### src/rtl/hex_text_record_parser_defines.svh
// Assertion macros for the hex text record parser.
// Used by the top level only; needs i_clk and i_rst_n in scope.
`ifndef HEX_TEXT_RECORD_PARSER_DEFINES_SVH
`define HEX_TEXT_RECORD_PARSER_DEFINES_SVH

// Same-cycle implication, checked outside reset
`define HEXP_ASSERT_IMPL(label, pre, post, msg) \
    label: assert property (@(posedge i_clk) disable iff (!i_rst_n) (pre) |-> (post)) \
        else $error(msg);

// Next-cycle implication, checked outside reset
`define HEXP_ASSERT_NEXT(label, pre, post, msg) \
    label: assert property (@(posedge i_clk) disable iff (!i_rst_n) (pre) |=> (post)) \
        else $error(msg);

`endif

### src/rtl/hexp_pkg.sv
// Shared types and constants for the hex text record parser.
// No dependencies; used by every module of the block.
package hexp_pkg;

    // Record length and queue depth defaults, width of the index field
    localparam int RECORD_BYTES_DEF = 20;
    localparam int ADDR_W           = 5;
    localparam int FIFO_DEPTH_DEF   = 4;

    // Characters with special meaning
    localparam logic [7:0] CHAR_HASH = 8'h23;
    localparam logic [7:0] CHAR_CR   = 8'h0D;
    localparam logic [7:0] CHAR_NUL  = 8'h00;

    // Result kinds
    localparam logic [1:0] KIND_DATA = 2'd0;
    localparam logic [1:0] KIND_ERR  = 2'd1;
    localparam logic [1:0] KIND_EOF  = 2'd2;

    // Parser modes
    typedef enum logic [2:0] {
        PM_FIRST,
        PM_SECOND,
        PM_COMMENT,
        PM_AFTERCR,
        PM_DONE
    } t_parse_mode;

    // Back end states
    typedef enum logic [0:0] {
        BK_IDLE,
        BK_EMIT
    } t_back_state;

    // Commands from front to back
    typedef enum logic [1:0] {
        CMD_WRITE,
        CMD_EMIT,
        CMD_ERR,
        CMD_EOF
    } t_cmd_op;

    typedef struct packed {
        t_cmd_op           op;
        logic [ADDR_W-1:0] addr;
        logic [7:0]        data;
    } t_cmd;

    // Push side of the command queue
    typedef struct packed {
        logic push;
        t_cmd cmd;
    } t_cmd_push;

endpackage

### src/rtl/hex_text_record_parser.sv
// Hex text record parser: one text byte per input item, records out.
// Stream in on s_axis (tdata = character), results out on m_axis:
//   tdata[7:0] record byte, tdata[12:8] its index, tuser kind
//   (record byte, format error, end of file), tlast on the final result.
// The front parser takes one character per cycle while the command queue has
// room; each decoded pair becomes one write command to the back end, and a
// record is sent from the line store as RECORD_BYTES items, one per cycle
// while m_axis_tready is high. The byte taken after the CR starts a record,
// which passes the queue, the back end's EMIT state, the read stage and the
// output register; an error or end-of-file result passes the queue, the read
// stage and the output register. The back end takes no command while a record
// goes out, so input stalls when the queue of FIFO_DEPTH fills.
// After an error or end of file the input is still taken but ignored until
// reset. Reset (synchronous, i_rst_n low) empties the queue and returns the
// parser to the start of a line; the line store needs no clearing.
// When the receiver stalls, the output register and a read stage hold their
// items, then the queue fills and s_axis_tready drops.
// Depends on hexp_pkg, hexp_front, hexp_fifo, hexp_back and the defines header.
`include "hex_text_record_parser_defines.svh"

module hex_text_record_parser #(
    parameter int RECORD_BYTES = hexp_pkg::RECORD_BYTES_DEF,
    parameter int FIFO_DEPTH   = hexp_pkg::FIFO_DEPTH_DEF
) (
    input  logic        i_clk,
    input  logic        i_rst_n,
    input  logic        s_axis_tvalid,
    output logic        s_axis_tready,
    input  logic [7:0]  s_axis_tdata,   // [7:0] char_in
    output logic        m_axis_tvalid,
    input  logic        m_axis_tready,
    output logic [15:0] m_axis_tdata,   // [7:0] data_byte, [12:8] byte_index, [15:13] zero
    output logic [1:0]  m_axis_tuser,   // [1:0] kind
    output logic        m_axis_tlast    // last
);
    hexp_pkg::t_cmd_push q_wr;
    hexp_pkg::t_cmd      q_cmd;
    logic                q_full, q_empty, q_pop;

    hexp_front #(.RECORD_BYTES(RECORD_BYTES)) u_front (
        .i_clk         (i_clk),
        .i_rst_n       (i_rst_n),
        .s_axis_tvalid (s_axis_tvalid),
        .s_axis_tready (s_axis_tready),
        .s_axis_tdata  (s_axis_tdata),
        .i_full        (q_full),
        .o_wr          (q_wr)
    );

    hexp_fifo #(.DEPTH(FIFO_DEPTH)) u_fifo (
        .i_clk   (i_clk),
        .i_rst_n (i_rst_n),
        .i_wr    (q_wr),
        .o_full  (q_full),
        .i_pop   (q_pop),
        .o_cmd   (q_cmd),
        .o_empty (q_empty)
    );

    hexp_back #(.RECORD_BYTES(RECORD_BYTES)) u_back (
        .i_clk         (i_clk),
        .i_rst_n       (i_rst_n),
        .i_cmd         (q_cmd),
        .i_empty       (q_empty),
        .o_pop         (q_pop),
        .m_axis_tvalid (m_axis_tvalid),
        .m_axis_tready (m_axis_tready),
        .m_axis_tdata  (m_axis_tdata),
        .m_axis_tuser  (m_axis_tuser),
        .m_axis_tlast  (m_axis_tlast)
    );

    // Front never pushes into a full queue
    `HEXP_ASSERT_IMPL(a_no_push_full, q_wr.push, !q_full, "push into full command queue")

    // Error and end-of-file results are always the final result
    `HEXP_ASSERT_IMPL(a_status_last, m_axis_tvalid && m_axis_tuser != hexp_pkg::KIND_DATA,
        m_axis_tlast, "status result without tlast")

    // Nothing follows a delivered error or end of file
    `HEXP_ASSERT_NEXT(a_quiet_after_status,
        m_axis_tvalid && m_axis_tready && m_axis_tuser != hexp_pkg::KIND_DATA,
        !m_axis_tvalid, "result after error or end of file")

    // Final record byte carries the last index
    `HEXP_ASSERT_IMPL(a_last_index,
        m_axis_tvalid && m_axis_tlast && m_axis_tuser == hexp_pkg::KIND_DATA,
        m_axis_tdata[12:8] == 5'(RECORD_BYTES - 1), "record ends at wrong index")
endmodule

### src/rtl/hexp_fifo.sv
// Short command queue between the parser front and the record back end.
// Depends on hexp_pkg for the command type.
module hexp_fifo #(
    parameter int DEPTH = hexp_pkg::FIFO_DEPTH_DEF
) (
    input  logic              i_clk,
    input  logic              i_rst_n,
    input  hexp_pkg::t_cmd_push i_wr,
    output logic              o_full,
    input  logic              i_pop,
    output hexp_pkg::t_cmd    o_cmd,
    output logic              o_empty
);
    localparam int PTR_W = (DEPTH > 1) ? $clog2(DEPTH) : 1;
    localparam int CNT_W = $clog2(DEPTH + 1);
    localparam logic [PTR_W-1:0] PTR_LAST = PTR_W'(DEPTH - 1);
    localparam logic [CNT_W-1:0] CNT_FULL = CNT_W'(DEPTH);

    hexp_pkg::t_cmd   r_slot [DEPTH];
    logic [PTR_W-1:0] r_wp, r_rp;
    logic [CNT_W-1:0] r_cnt;
    logic             do_push, do_pop;

    assign o_full  = (r_cnt == CNT_FULL);
    assign o_empty = (r_cnt == '0);
    assign o_cmd   = r_slot[r_rp];
    assign do_push = i_wr.push && !o_full;
    assign do_pop  = i_pop && !o_empty;

    // Advance pointers and fill count
    always_ff @(posedge i_clk) begin
        if (!i_rst_n) begin
            r_wp  <= '0;
            r_rp  <= '0;
            r_cnt <= '0;
        end else begin
            if (do_push) begin
                r_wp <= (r_wp == PTR_LAST) ? '0 : r_wp + 1'b1;
            end
            if (do_pop) begin
                r_rp <= (r_rp == PTR_LAST) ? '0 : r_rp + 1'b1;
            end
            if (do_push && !do_pop) begin
                r_cnt <= r_cnt + 1'b1;
            end else if (do_pop && !do_push) begin
                r_cnt <= r_cnt - 1'b1;
            end
        end
    end

    // Store pushed item
    always_ff @(posedge i_clk) begin
        if (do_push) begin
            r_slot[r_wp] <= i_wr.cmd;
        end
    end
endmodule

### src/rtl/hexp_front.sv
// Parser front: accepts text bytes, decodes hex pairs and classifies lines.
// Depends on hexp_pkg; pushes one command per item at most into the queue.
module hexp_front #(
    parameter int RECORD_BYTES = hexp_pkg::RECORD_BYTES_DEF
) (
    input  logic                i_clk,
    input  logic                i_rst_n,
    input  logic                s_axis_tvalid,
    output logic                s_axis_tready,
    input  logic [7:0]          s_axis_tdata,   // [7:0] char_in
    input  logic                i_full,
    output hexp_pkg::t_cmd_push o_wr
);
    localparam int CNT_W = $clog2(RECORD_BYTES + 1);
    localparam logic [CNT_W-1:0] CNT_REC = CNT_W'(RECORD_BYTES);

    hexp_pkg::t_parse_mode r_mode, n_mode;
    logic [3:0]            r_held, n_held;
    logic [CNT_W-1:0]      r_count, n_count;
    logic                  accept;
    logic [7:0]            ch;

    function automatic logic [7:0] fold_case(input logic [7:0] c);
        logic [7:0] r;
        r = c;
        if (c >= 8'h41 && c <= 8'h5A) begin
            r = c + 8'd32;
        end
        return r;
    endfunction

    function automatic logic [3:0] nibble_of(input logic [7:0] c);
        logic [7:0] d;
        d = 8'd0;
        if (c >= 8'h30 && c <= 8'h39) begin
            d = c - 8'h30;
        end else if (c >= 8'h61 && c <= 8'h66) begin
            d = c - 8'd87;
        end
        return d[3:0];
    endfunction

    assign s_axis_tready = !i_full;
    assign accept        = s_axis_tvalid && s_axis_tready;
    assign ch            = fold_case(s_axis_tdata);

    // Next mode
    always_comb begin
        n_mode = r_mode;
        if (accept) begin
            case (r_mode)
                hexp_pkg::PM_FIRST: begin
                    if (ch == hexp_pkg::CHAR_HASH) begin
                        n_mode = hexp_pkg::PM_COMMENT;
                    end else if (ch == hexp_pkg::CHAR_CR) begin
                        n_mode = hexp_pkg::PM_AFTERCR;
                    end else if (ch == hexp_pkg::CHAR_NUL) begin
                        n_mode = hexp_pkg::PM_DONE;
                    end else begin
                        n_mode = hexp_pkg::PM_SECOND;
                    end
                end
                hexp_pkg::PM_SECOND: begin
                    n_mode = (r_count == CNT_REC) ? hexp_pkg::PM_DONE : hexp_pkg::PM_FIRST;
                end
                hexp_pkg::PM_COMMENT: begin
                    if (s_axis_tdata == hexp_pkg::CHAR_NUL) begin
                        n_mode = hexp_pkg::PM_DONE;
                    end else if (s_axis_tdata == hexp_pkg::CHAR_CR) begin
                        n_mode = hexp_pkg::PM_AFTERCR;
                    end
                end
                hexp_pkg::PM_AFTERCR: begin
                    if (r_count == '0 || r_count == CNT_REC) begin
                        n_mode = hexp_pkg::PM_FIRST;
                    end else begin
                        n_mode = hexp_pkg::PM_DONE;
                    end
                end
                default: n_mode = hexp_pkg::PM_DONE;
            endcase
        end
    end

    // Commands, line count and held nibble
    always_comb begin
        o_wr.push     = 1'b0;
        o_wr.cmd.op   = hexp_pkg::CMD_WRITE;
        o_wr.cmd.addr = hexp_pkg::ADDR_W'(r_count);
        o_wr.cmd.data = {r_held, nibble_of(ch)};
        n_count       = r_count;
        n_held        = r_held;
        if (accept) begin
            case (r_mode)
                hexp_pkg::PM_FIRST: begin
                    if (ch == hexp_pkg::CHAR_NUL) begin
                        o_wr.push   = 1'b1;
                        o_wr.cmd.op = hexp_pkg::CMD_EOF;
                    end else if (ch != hexp_pkg::CHAR_HASH && ch != hexp_pkg::CHAR_CR) begin
                        n_held = nibble_of(ch);
                    end
                end
                hexp_pkg::PM_SECOND: begin
                    o_wr.push = 1'b1;
                    if (r_count == CNT_REC) begin
                        o_wr.cmd.op = hexp_pkg::CMD_ERR;
                    end else begin
                        n_count = r_count + 1'b1;
                        n_held  = 4'd0;
                    end
                end
                hexp_pkg::PM_COMMENT: begin
                    if (s_axis_tdata == hexp_pkg::CHAR_NUL) begin
                        o_wr.push   = 1'b1;
                        o_wr.cmd.op = hexp_pkg::CMD_EOF;
                    end
                end
                hexp_pkg::PM_AFTERCR: begin
                    if (r_count == CNT_REC) begin
                        o_wr.push   = 1'b1;
                        o_wr.cmd.op = hexp_pkg::CMD_EMIT;
                        n_count     = '0;
                    end else if (r_count != '0) begin
                        o_wr.push   = 1'b1;
                        o_wr.cmd.op = hexp_pkg::CMD_ERR;
                    end
                end
                default: ;
            endcase
        end
    end

    // Hold parser state
    always_ff @(posedge i_clk) begin
        if (!i_rst_n) begin
            r_mode  <= hexp_pkg::PM_FIRST;
            r_held  <= 4'd0;
            r_count <= '0;
        end else begin
            r_mode  <= n_mode;
            r_held  <= n_held;
            r_count <= n_count;
        end
    end
endmodule

### src/rtl/hexp_back.sv
// Record back end: owns the line store, writes bytes, emits records and status results.
// Depends on hexp_pkg; reads commands from the queue, drives the result stream.
module hexp_back #(
    parameter int RECORD_BYTES = hexp_pkg::RECORD_BYTES_DEF
) (
    input  logic           i_clk,
    input  logic           i_rst_n,
    input  hexp_pkg::t_cmd i_cmd,
    input  logic           i_empty,
    output logic           o_pop,
    output logic           m_axis_tvalid,
    input  logic           m_axis_tready,
    output logic [15:0]    m_axis_tdata,   // [7:0] data_byte, [12:8] byte_index, [15:13] zero
    output logic [1:0]     m_axis_tuser,   // [1:0] kind
    output logic           m_axis_tlast    // last
);
    localparam int IDX_W = (RECORD_BYTES > 1) ? $clog2(RECORD_BYTES) : 1;
    localparam logic [IDX_W-1:0] IDX_LAST = IDX_W'(RECORD_BYTES - 1);

    hexp_pkg::t_back_state r_state, n_state;
    logic [7:0]       r_mem [RECORD_BYTES];
    logic [IDX_W-1:0] r_idx;

    // Read stage
    logic             r_rd_valid;
    logic [7:0]       r_rd_data;
    logic [1:0]       r_rd_kind;
    logic [IDX_W-1:0] r_rd_index;
    logic             r_rd_last;

    // Output register
    logic             r_out_valid;
    logic [7:0]       r_out_data;
    logic [1:0]       r_out_kind;
    logic [IDX_W-1:0] r_out_index;
    logic             r_out_last;

    logic       out_free, adv1;
    logic       mem_we, rd_issue, ld1, ld1_last;
    logic [1:0] ld1_kind;

    assign out_free = !r_out_valid || m_axis_tready;
    assign adv1     = !r_rd_valid || out_free;

    // Next state
    always_comb begin
        n_state = r_state;
        case (r_state)
            hexp_pkg::BK_IDLE: begin
                if (!i_empty && i_cmd.op == hexp_pkg::CMD_EMIT) begin
                    n_state = hexp_pkg::BK_EMIT;
                end
            end
            hexp_pkg::BK_EMIT: begin
                if (adv1 && r_idx == IDX_LAST) begin
                    n_state = hexp_pkg::BK_IDLE;
                end
            end
            default: n_state = hexp_pkg::BK_IDLE;
        endcase
    end

    // Pop, store writes and read-stage loads
    always_comb begin
        o_pop    = 1'b0;
        mem_we   = 1'b0;
        rd_issue = 1'b0;
        ld1      = 1'b0;
        ld1_kind = hexp_pkg::KIND_DATA;
        ld1_last = 1'b1;
        case (r_state)
            hexp_pkg::BK_IDLE: begin
                if (!i_empty) begin
                    case (i_cmd.op)
                        hexp_pkg::CMD_WRITE: begin
                            o_pop  = 1'b1;
                            mem_we = 1'b1;
                        end
                        hexp_pkg::CMD_EMIT: o_pop = 1'b1;
                        hexp_pkg::CMD_ERR: begin
                            o_pop    = adv1;
                            ld1      = adv1;
                            ld1_kind = hexp_pkg::KIND_ERR;
                        end
                        hexp_pkg::CMD_EOF: begin
                            o_pop    = adv1;
                            ld1      = adv1;
                            ld1_kind = hexp_pkg::KIND_EOF;
                        end
                        default: ;
                    endcase
                end
            end
            hexp_pkg::BK_EMIT: begin
                rd_issue = adv1;
                ld1      = adv1;
                ld1_last = (r_idx == IDX_LAST);
            end
            default: ;
        endcase
    end

    // Control registers
    always_ff @(posedge i_clk) begin
        if (!i_rst_n) begin
            r_state     <= hexp_pkg::BK_IDLE;
            r_idx       <= '0;
            r_rd_valid  <= 1'b0;
            r_out_valid <= 1'b0;
        end else begin
            r_state <= n_state;
            if (r_state == hexp_pkg::BK_IDLE) begin
                r_idx <= '0;
            end else if (adv1) begin
                r_idx <= r_idx + 1'b1;
            end
            if (adv1) begin
                r_rd_valid <= ld1;
            end
            if (out_free) begin
                r_out_valid <= r_rd_valid;
            end
        end
    end

    // Line store write port
    always_ff @(posedge i_clk) begin
        if (mem_we) begin
            r_mem[i_cmd.addr[IDX_W-1:0]] <= i_cmd.data;
        end
    end

    // Read stage and output payload
    always_ff @(posedge i_clk) begin
        if (ld1) begin
            r_rd_data  <= rd_issue ? r_mem[r_idx] : 8'd0;
            r_rd_kind  <= ld1_kind;
            r_rd_index <= rd_issue ? r_idx : '0;
            r_rd_last  <= ld1_last;
        end
        if (out_free && r_rd_valid) begin
            r_out_data  <= r_rd_data;
            r_out_kind  <= r_rd_kind;
            r_out_index <= r_rd_index;
            r_out_last  <= r_rd_last;
        end
    end

    assign m_axis_tvalid = r_out_valid;
    assign m_axis_tdata  = {3'd0, hexp_pkg::ADDR_W'(r_out_index), r_out_data};
    assign m_axis_tuser  = r_out_kind;
    assign m_axis_tlast  = r_out_last;
endmodule
### config.mk
export PLATFORM = sky130hd
export DESIGN_NAME = hex_text_record_parser
export DESIGN_NICKNAME = d
export VERILOG_FILES = /design/src/rtl/hexp_pkg.sv /design/src/rtl/hex_text_record_parser.sv /design/src/rtl/hexp_fifo.sv /design/src/rtl/hexp_front.sv /design/src/rtl/hexp_back.sv
export VERILOG_INCLUDE_DIRS = /design/src /design/src/rtl
export SDC_FILE = /design/constraint.sdc
export NUM_CORES = 1
export LEC_CHECK = 0
export BUFFER_PORTS_ARGS = -buffer_cell sky130_fd_sc_hd__buf_2
export CORE_ASPECT_RATIO = 0.8
export CORE_MARGIN = 2
export CORE_UTILIZATION = 30
export CTS_BUF_LIST = sky130_fd_sc_hd__clkbuf_4
export DETAILED_ROUTE_END_ITERATION = 10
export SLEW_MARGIN = 30
export SYNTH_ARGS = -nofsm -noshare
export SYNTH_HDL_FRONTEND = slang
export SYNTH_SLANG_ARGS = --single-unit
export TNS_END_PERCENT = 30
### constraint.sdc
create_clock -name i_clk -period 2.9 [get_ports i_clk]
set_input_delay 0.435 -clock i_clk [delete_from_list [all_inputs] [get_ports i_clk]]
set_output_delay 0.435 -clock i_clk [all_outputs]
set_load 0.03 [all_outputs]
---- Word level (Yosys, flattened, before mapping) ----
Memory sizes are Yosys's and may differ from the RTL's. A register that Yosys moved wholly into a read port is not among the register bits.
Cells that the tools add are included.
W data, S select, Z words.
storage, ports and cells
  input port bits ......................... 12
  memories ................................ 2
  word-level logic and storage cells ...... 144
  register bits after elaboration ......... 51
  RAM bits ................................ 220
  output and inout bits ................... 21
memory list
  name           depth  width  read ports  clocked after Yosys merged registers in  wr ports  RTL line         source
  u_back.r_mem   20     8      1           1                                        1         hexp_back.sv:21  logic [7:0] r_mem [RECORD_BYTES];
  u_fifo.r_slot  4      15     1           1                                        1         hexp_fifo.sv:19  hexp_pkg::t_cmd r_slot [DEPTH];
operators by class
  muxes and demuxes ....................... 49
  bitwise gates (word level) .............. 1
  magnitude comparators ................... 6
  equality and inequality tests ........... 21
  $add $sub $neg .......................... 9
  reduce and logical (&&, ||, !) cells .... 39
operators with widths
  kind                   count
  $mux W3                14
  $pmux W3 S4            2
  $mux W4                5
  $eq A8 B4 Y1 const B   2
  $ge A8 B7 Y1 const B   2
  $le A8 B7 Y1 const B   2
  $logic_not A8 Y1       2
  $mux W1                14
  $logic_and A1 B1 Y1    12
  $add A5 B1 Y5 const B  2
  $eq A5 B5 Y1 const B   2
  $mux W2                5
  $mux W5                2
  $pmux W5 S2            1
  $add A8 B6 Y8 const B  1
  $eq A2 B2 Y1 const B   4
  $eq A8 B6 Y1 const B   1
  $ge A8 B6 Y1 const B   1
  $le A8 B6 Y1 const B   1
  $mux W8                1
  $ne A8 B4 Y1 const B   1
  $ne A8 B6 Y1 const B   1
  $pmux W4 S2            1
  $logic_not A1 Y1       7
  25 further kinds       39

---- Logic depth before layout (Yosys ltp) ----
  depth after elaboration ................. 12
  depth in mapped cells ................... 12

---- Hierarchy ----
A second synthesis with hierarchy kept.
second synthesis, totals
  cells, all modules ...................... 650
  area, all modules ....................... 11,474.8 sq um
modules (own cells, without submodules)
  module      times used  cells each  area an instance (sq um)
  hexp_back   1           394         7,777.5
  hexp_fifo   1           129         2,667.6
  hexp_front  1           127         1,029.7

---- Least setup slack after synthesis ----
OpenSTA, ideal clock, no wires.
  path kind ............................... input to register
  start ................................... in s_axis_tdata[5]
  end ..................................... reg u_fifo.r_cnt[2]
  buffers on the path ..................... 0
  required time ........................... 2,829 ps
  arrival time ............................ 2,909 ps
  stages on the path ...................... 11
  setup time .............................. 71 ps
  slack ................................... -80 ps
  cell sequence ........................... ha_1 -> o21a_1 -> a311oi_1 -> nand3_1 -> a21oi_2 -> ha_1 -> inv_1 -> fa_1 -> xor2_1 -> or3_1 -> a21oi_1
between the ends
  cells in the longest elaborated chain, start to end .. 11
RTL lines
  item                                                 RTL line                      source
  start, declared                                      hex_text_record_parser.sv:29  input logic [7:0] s_axis_tdata,
  $ge A8 B7 Y1 / $le A8 B7 Y1 (equally long branches)  hexp_front.sv:26              if (c >= 8'h41 && c <= 8'h5A) begin
  $logic_and A1 B1 Y1                                  hexp_front.sv:26
  $mux W8                                              hexp_front.sv:26
  $logic_not A8 Y1                                     hexp_front.sv:96              if (ch == hexp_pkg::CHAR_NUL) begin
  $mux W3                                              hexp_front.sv:96
  $pmux W3 S4 (*)                                      hexp_front.sv:94              case (r_mode)
  $mux W3 (*)                                          hexp_front.sv:93              if (accept) begin
  $logic_and A1 B1 Y1 (*)                              hexp_fifo.sv:27               assign do_push = i_wr.push && !o_full;
  net u_fifo.do_push                                   hexp_fifo.sv:22               logic do_push, do_pop;
  $logic_not A1 Y1                                     hexp_fifo.sv:45               end else if (do_pop && !do_push) begin
  $logic_and A1 B1 Y1                                  hexp_fifo.sv:45
  $reduce_bool A2 Y1 (no source line)                  --
  end signal, assigned                                 hexp_fifo.sv:44               r_cnt <= r_cnt + 1'b1;
  end signal, assigned                                 hexp_fifo.sv:46               r_cnt <= r_cnt - 1'b1;
  end, declared                                        hexp_fifo.sv:21               logic [CNT_W-1:0] r_cnt;
Mark *: on every way through the listed nets, which the timed path passes. The rest lies on a longest branch.
A chain may end at the register's enable or synchronous reset.

==> impl_metrics.tcl <==
set metrics [dict create \
    clk_path_buf_depth 3 \
    hpwlAfterDp_mm 14.9 \
    holdBufCountCts 0 \
    port_buffers 29 \
    min_path_type "primary input to flip-flop" \
    max_freq_ghz 0.386 \
    synth.most_common_cell "edfxtp_1" \
    status "finished, final reports clean" \
    path_class "flip-flop to flip-flop" \
    slew_violations 0 \
    cts_tree "done" \
    first_pass_iters 4 \
    grt_pass1_wl_mm 35.1 \
    worstSetupEndpointType "flip-flop" \
    ctsResizeCount 0 \
    grt_usage_pct 11.8 \
    reg2regPathDepth 6 \
    nets 790 \
    finalClockSkew_ps 62.0 \
    powerDensity_nw_per_um2 783 \
    min_to "u_back.m_axis_tvalid$_SDFFE_PN0P_" \
    drt-initial-drc-count 477 \
    cts.root.buffer_cell "clkbuf_4" \
    grt_start_max_net_pins 25 \
    seq_area_frac_synth_pct 72.1 \
    wirelength_mm 22.8 \
    slowest_stage "mux4_1" \
    grt_setup_unrepaired "no" \
    peakVddDrop_mv 0.383 \
    layout-area-overhead-vs-synth_pct 18.0 \
    dp_slack_ps -143 \
    rr_endpoint "u_back.r_mem[12][0]$_DFFE_PP_" \
    drc_errors 0 \
    cp.required_ps 3220 \
    die_h_um 178 \
    antenna_left 0 \
    netlist_top_cells_count "edfxtp_1, mux4_2, nor2_1" \
    core_sq_um 37100 \
    gp_congestion 0.804 \
    worstPathCellList "buf_12 > mux4_1 > nand2b_1 > or3_4 > nor2_1 > buf_4" \
    die_area_sq_um 39300 \
    synth_area_leaders "edfxtp_1, mux4_2, dfxtp_1" \
    synth_warnings 0 \
    synth_top_area_share_pct 66.9 \
    avgRoutedWirePerCell_um 17.6 \
    rows 63 \
    timing.final.ws_setup_ps 306 \
    num_vias 6043 \
    clkTransAtPathRegs_ps 70 \
    grt_pass1_vias 6137 \
    stdcell_count 1297 \
    yosysTopAreaCell "edfxtp_1" \
    synth_area_sq_um 11300 \
    worstPathMaxFanout 14 \
    syn_inst 632 \
    rrSetupSlack_ps 310 \
    worst_slew_pin_slew_ps 742 \
    syn_avg_cell_area_sq_um 17.9 \
    setup_tns_ps 0 \
    min_period_ps 2590 \
    slowest_delay_ps 680 \
    hold_depth 4 \
    clock-sinks 281 \
    period_share_pct 89.4 \
    ys.flop_type "edfxtp_1" \
    fin_hold_ws_ps 67.2 \
    slew_headroom_pct 50.5 \
    p_leak_nw 4.47 \
    min_from "m_axis_tready" \
    die_w_um 221 \
    pin_count 33 \
    cts_buffers 68 \
    setup_viol 0 \
    async_flop_share_pct 0 \
    synthDistinctLibCells 54 \
    cp-start-kind "flip-flop" \
    synth.ff_latch_count 281 \
    initial_core_util_pct 30.4 \
    drive_above_1_share_pct 32.1 \
    antenna_cells 0 \
    post_cts_buffers 0 \
    overflow 0 \
    h-tree-depth 3 \
    synth_edf_count 252 \
    hold_violations 0 \
    crit_arrival_ps 2920 \
    dp.cells 1180 \
    cap_violations 0 \
    antenna_found_initial 0 \
    clk-insertion-delay-late_ps 680 \
    viasPerCell 4.66 \
]
logic make-up after synthesis:
family	count (synthesis)	share of synthesized area, %
flip-flops	281	72.1
AND/OR/NAND/NOR	156	6.79
multiplexers	78	14.0
AO/OA/AOI/OAI	48	2.78
buffers and inverters	43	1.84
adder cells (fa/ha/maj)	15	1.73
XOR/XNOR	10	0.775
other	1	0.0332
sequential cells by signal, indices dropped and copies added (netlist names), 2 cells and up, named ones only:
register,flops
u_back.m_axis_tuser,2
u_back.r_idx,5
u_back.r_mem,160
u_back.r_out_data,8
u_back.r_out_index,5
u_back.r_rd_data,8
u_back.r_rd_index,5
u_back.r_rd_kind,2
u_fifo.r_cnt,3
u_fifo.r_rp,2
u_fifo.r_slot,60
u_fifo.r_wp,2
u_front.r_count,5
u_front.r_held,4
u_front.r_mode,3
stage by stage:
stage | power [mW] | utilization, % | instance area (sq um)
after floorplan | 6.58 | - | 11300
after global placement | 7.29 | 33.6 | 12500
after CTS | 10.6 | 35.9 | 13300
after global routing | 11.0 | 35.9 | 13300
final | 10.4 | 35.9 | 13300
after detailed placement | 7.35 | 33.6 | 12500
placed cells by master (no fill, tap or decap), types with 3 or more instances in the layout:
cell / n
o21ai_0: 10
and2_1: 8
nand2b_1: 4
conb_1: 3
nand2_1: 35
clkinv_1: 16
and3_1: 9
buf_12: 8
mux4_2: 60
buf_4: 51
o31ai_1: 3
a21oi_1: 12
nand4_1: 6
clkbuf_4: 96
nor2_1: 58
or2_2: 3
buf_2: 29
nor2b_1: 6
nand4b_1: 4
dfxtp_1: 27
edfxtp_1: 252
inv_1: 14
xor2_1: 8
nand3_1: 6
ha_1: 14
mux2i_1: 15
mux4_1: 3
o21a_1: 3
nor3_1: 5
where the power goes:
group	internal (mW)	switching (mW)
Clock	1.71	1.53
Combinational	0.674	1.30
Sequential	5.12	0.113
Total	7.50	2.94
area by class of cell:
| class | count | area, sq um |
|---|---|---|
| Fill cell | 3500 | 23800 |
| Sequential cell | 281 | 8150 |
| Multi-Input combinational cell | 310 | 2980 |
| Clock buffer | 96 | 721 |
| Timing Repair Buffer | 88 | 688 |
| Tap cell | 487 | 609 |
| Clock inverter | 21 | 136 |
| Inverter | 14 | 52.6 |
worst max-delay path by stage:
stage | from | end | slack, ps | cells past startpoint
global route | u_front.r_count[1]$_SDFFE_PN0P_ | u_fifo.r_cnt[2]$_SDFFE_PN0P_ | 160 | 12
CTS | flip-flop | u_back.r_mem[12][0]$_DFFE_PP_ | 270 | 6
global placement | s_axis_tdata[0] | u_fifo.r_cnt[2]$_SDFFE_PN0P_ | -70 | 13
floorplan | s_axis_tdata[5] | u_fifo.r_cnt[2]$_SDFFE_PN0P_ | 30 | 11
finish | flip-flop | u_back.r_mem[12][0]$_DFFE_PP_ | 310 | 6
detailed placement | s_axis_tdata[0] | u_fifo.r_cnt[2]$_SDFFE_PN0P_ | -140 | 13
metal layers:
metal / wire length [um] / global-route usage [%] / up-vias
li1: - / - / 2797
met1: 11100 / 16.7 / 3055
met2: 10200 / 17.7 / 158
met3: 1170 / 3.15 / 33
met4: 317 / 3.55 / 0
met5: 0 / 0 / -
worst max-delay path: cells and delay by family, from the launching register on:
kind	cells	cell delay [ps]
buf+inv	2	390
flops	1	420
mux	1	680
simple gates	3	760
Power figures use the tool's default switching activity.
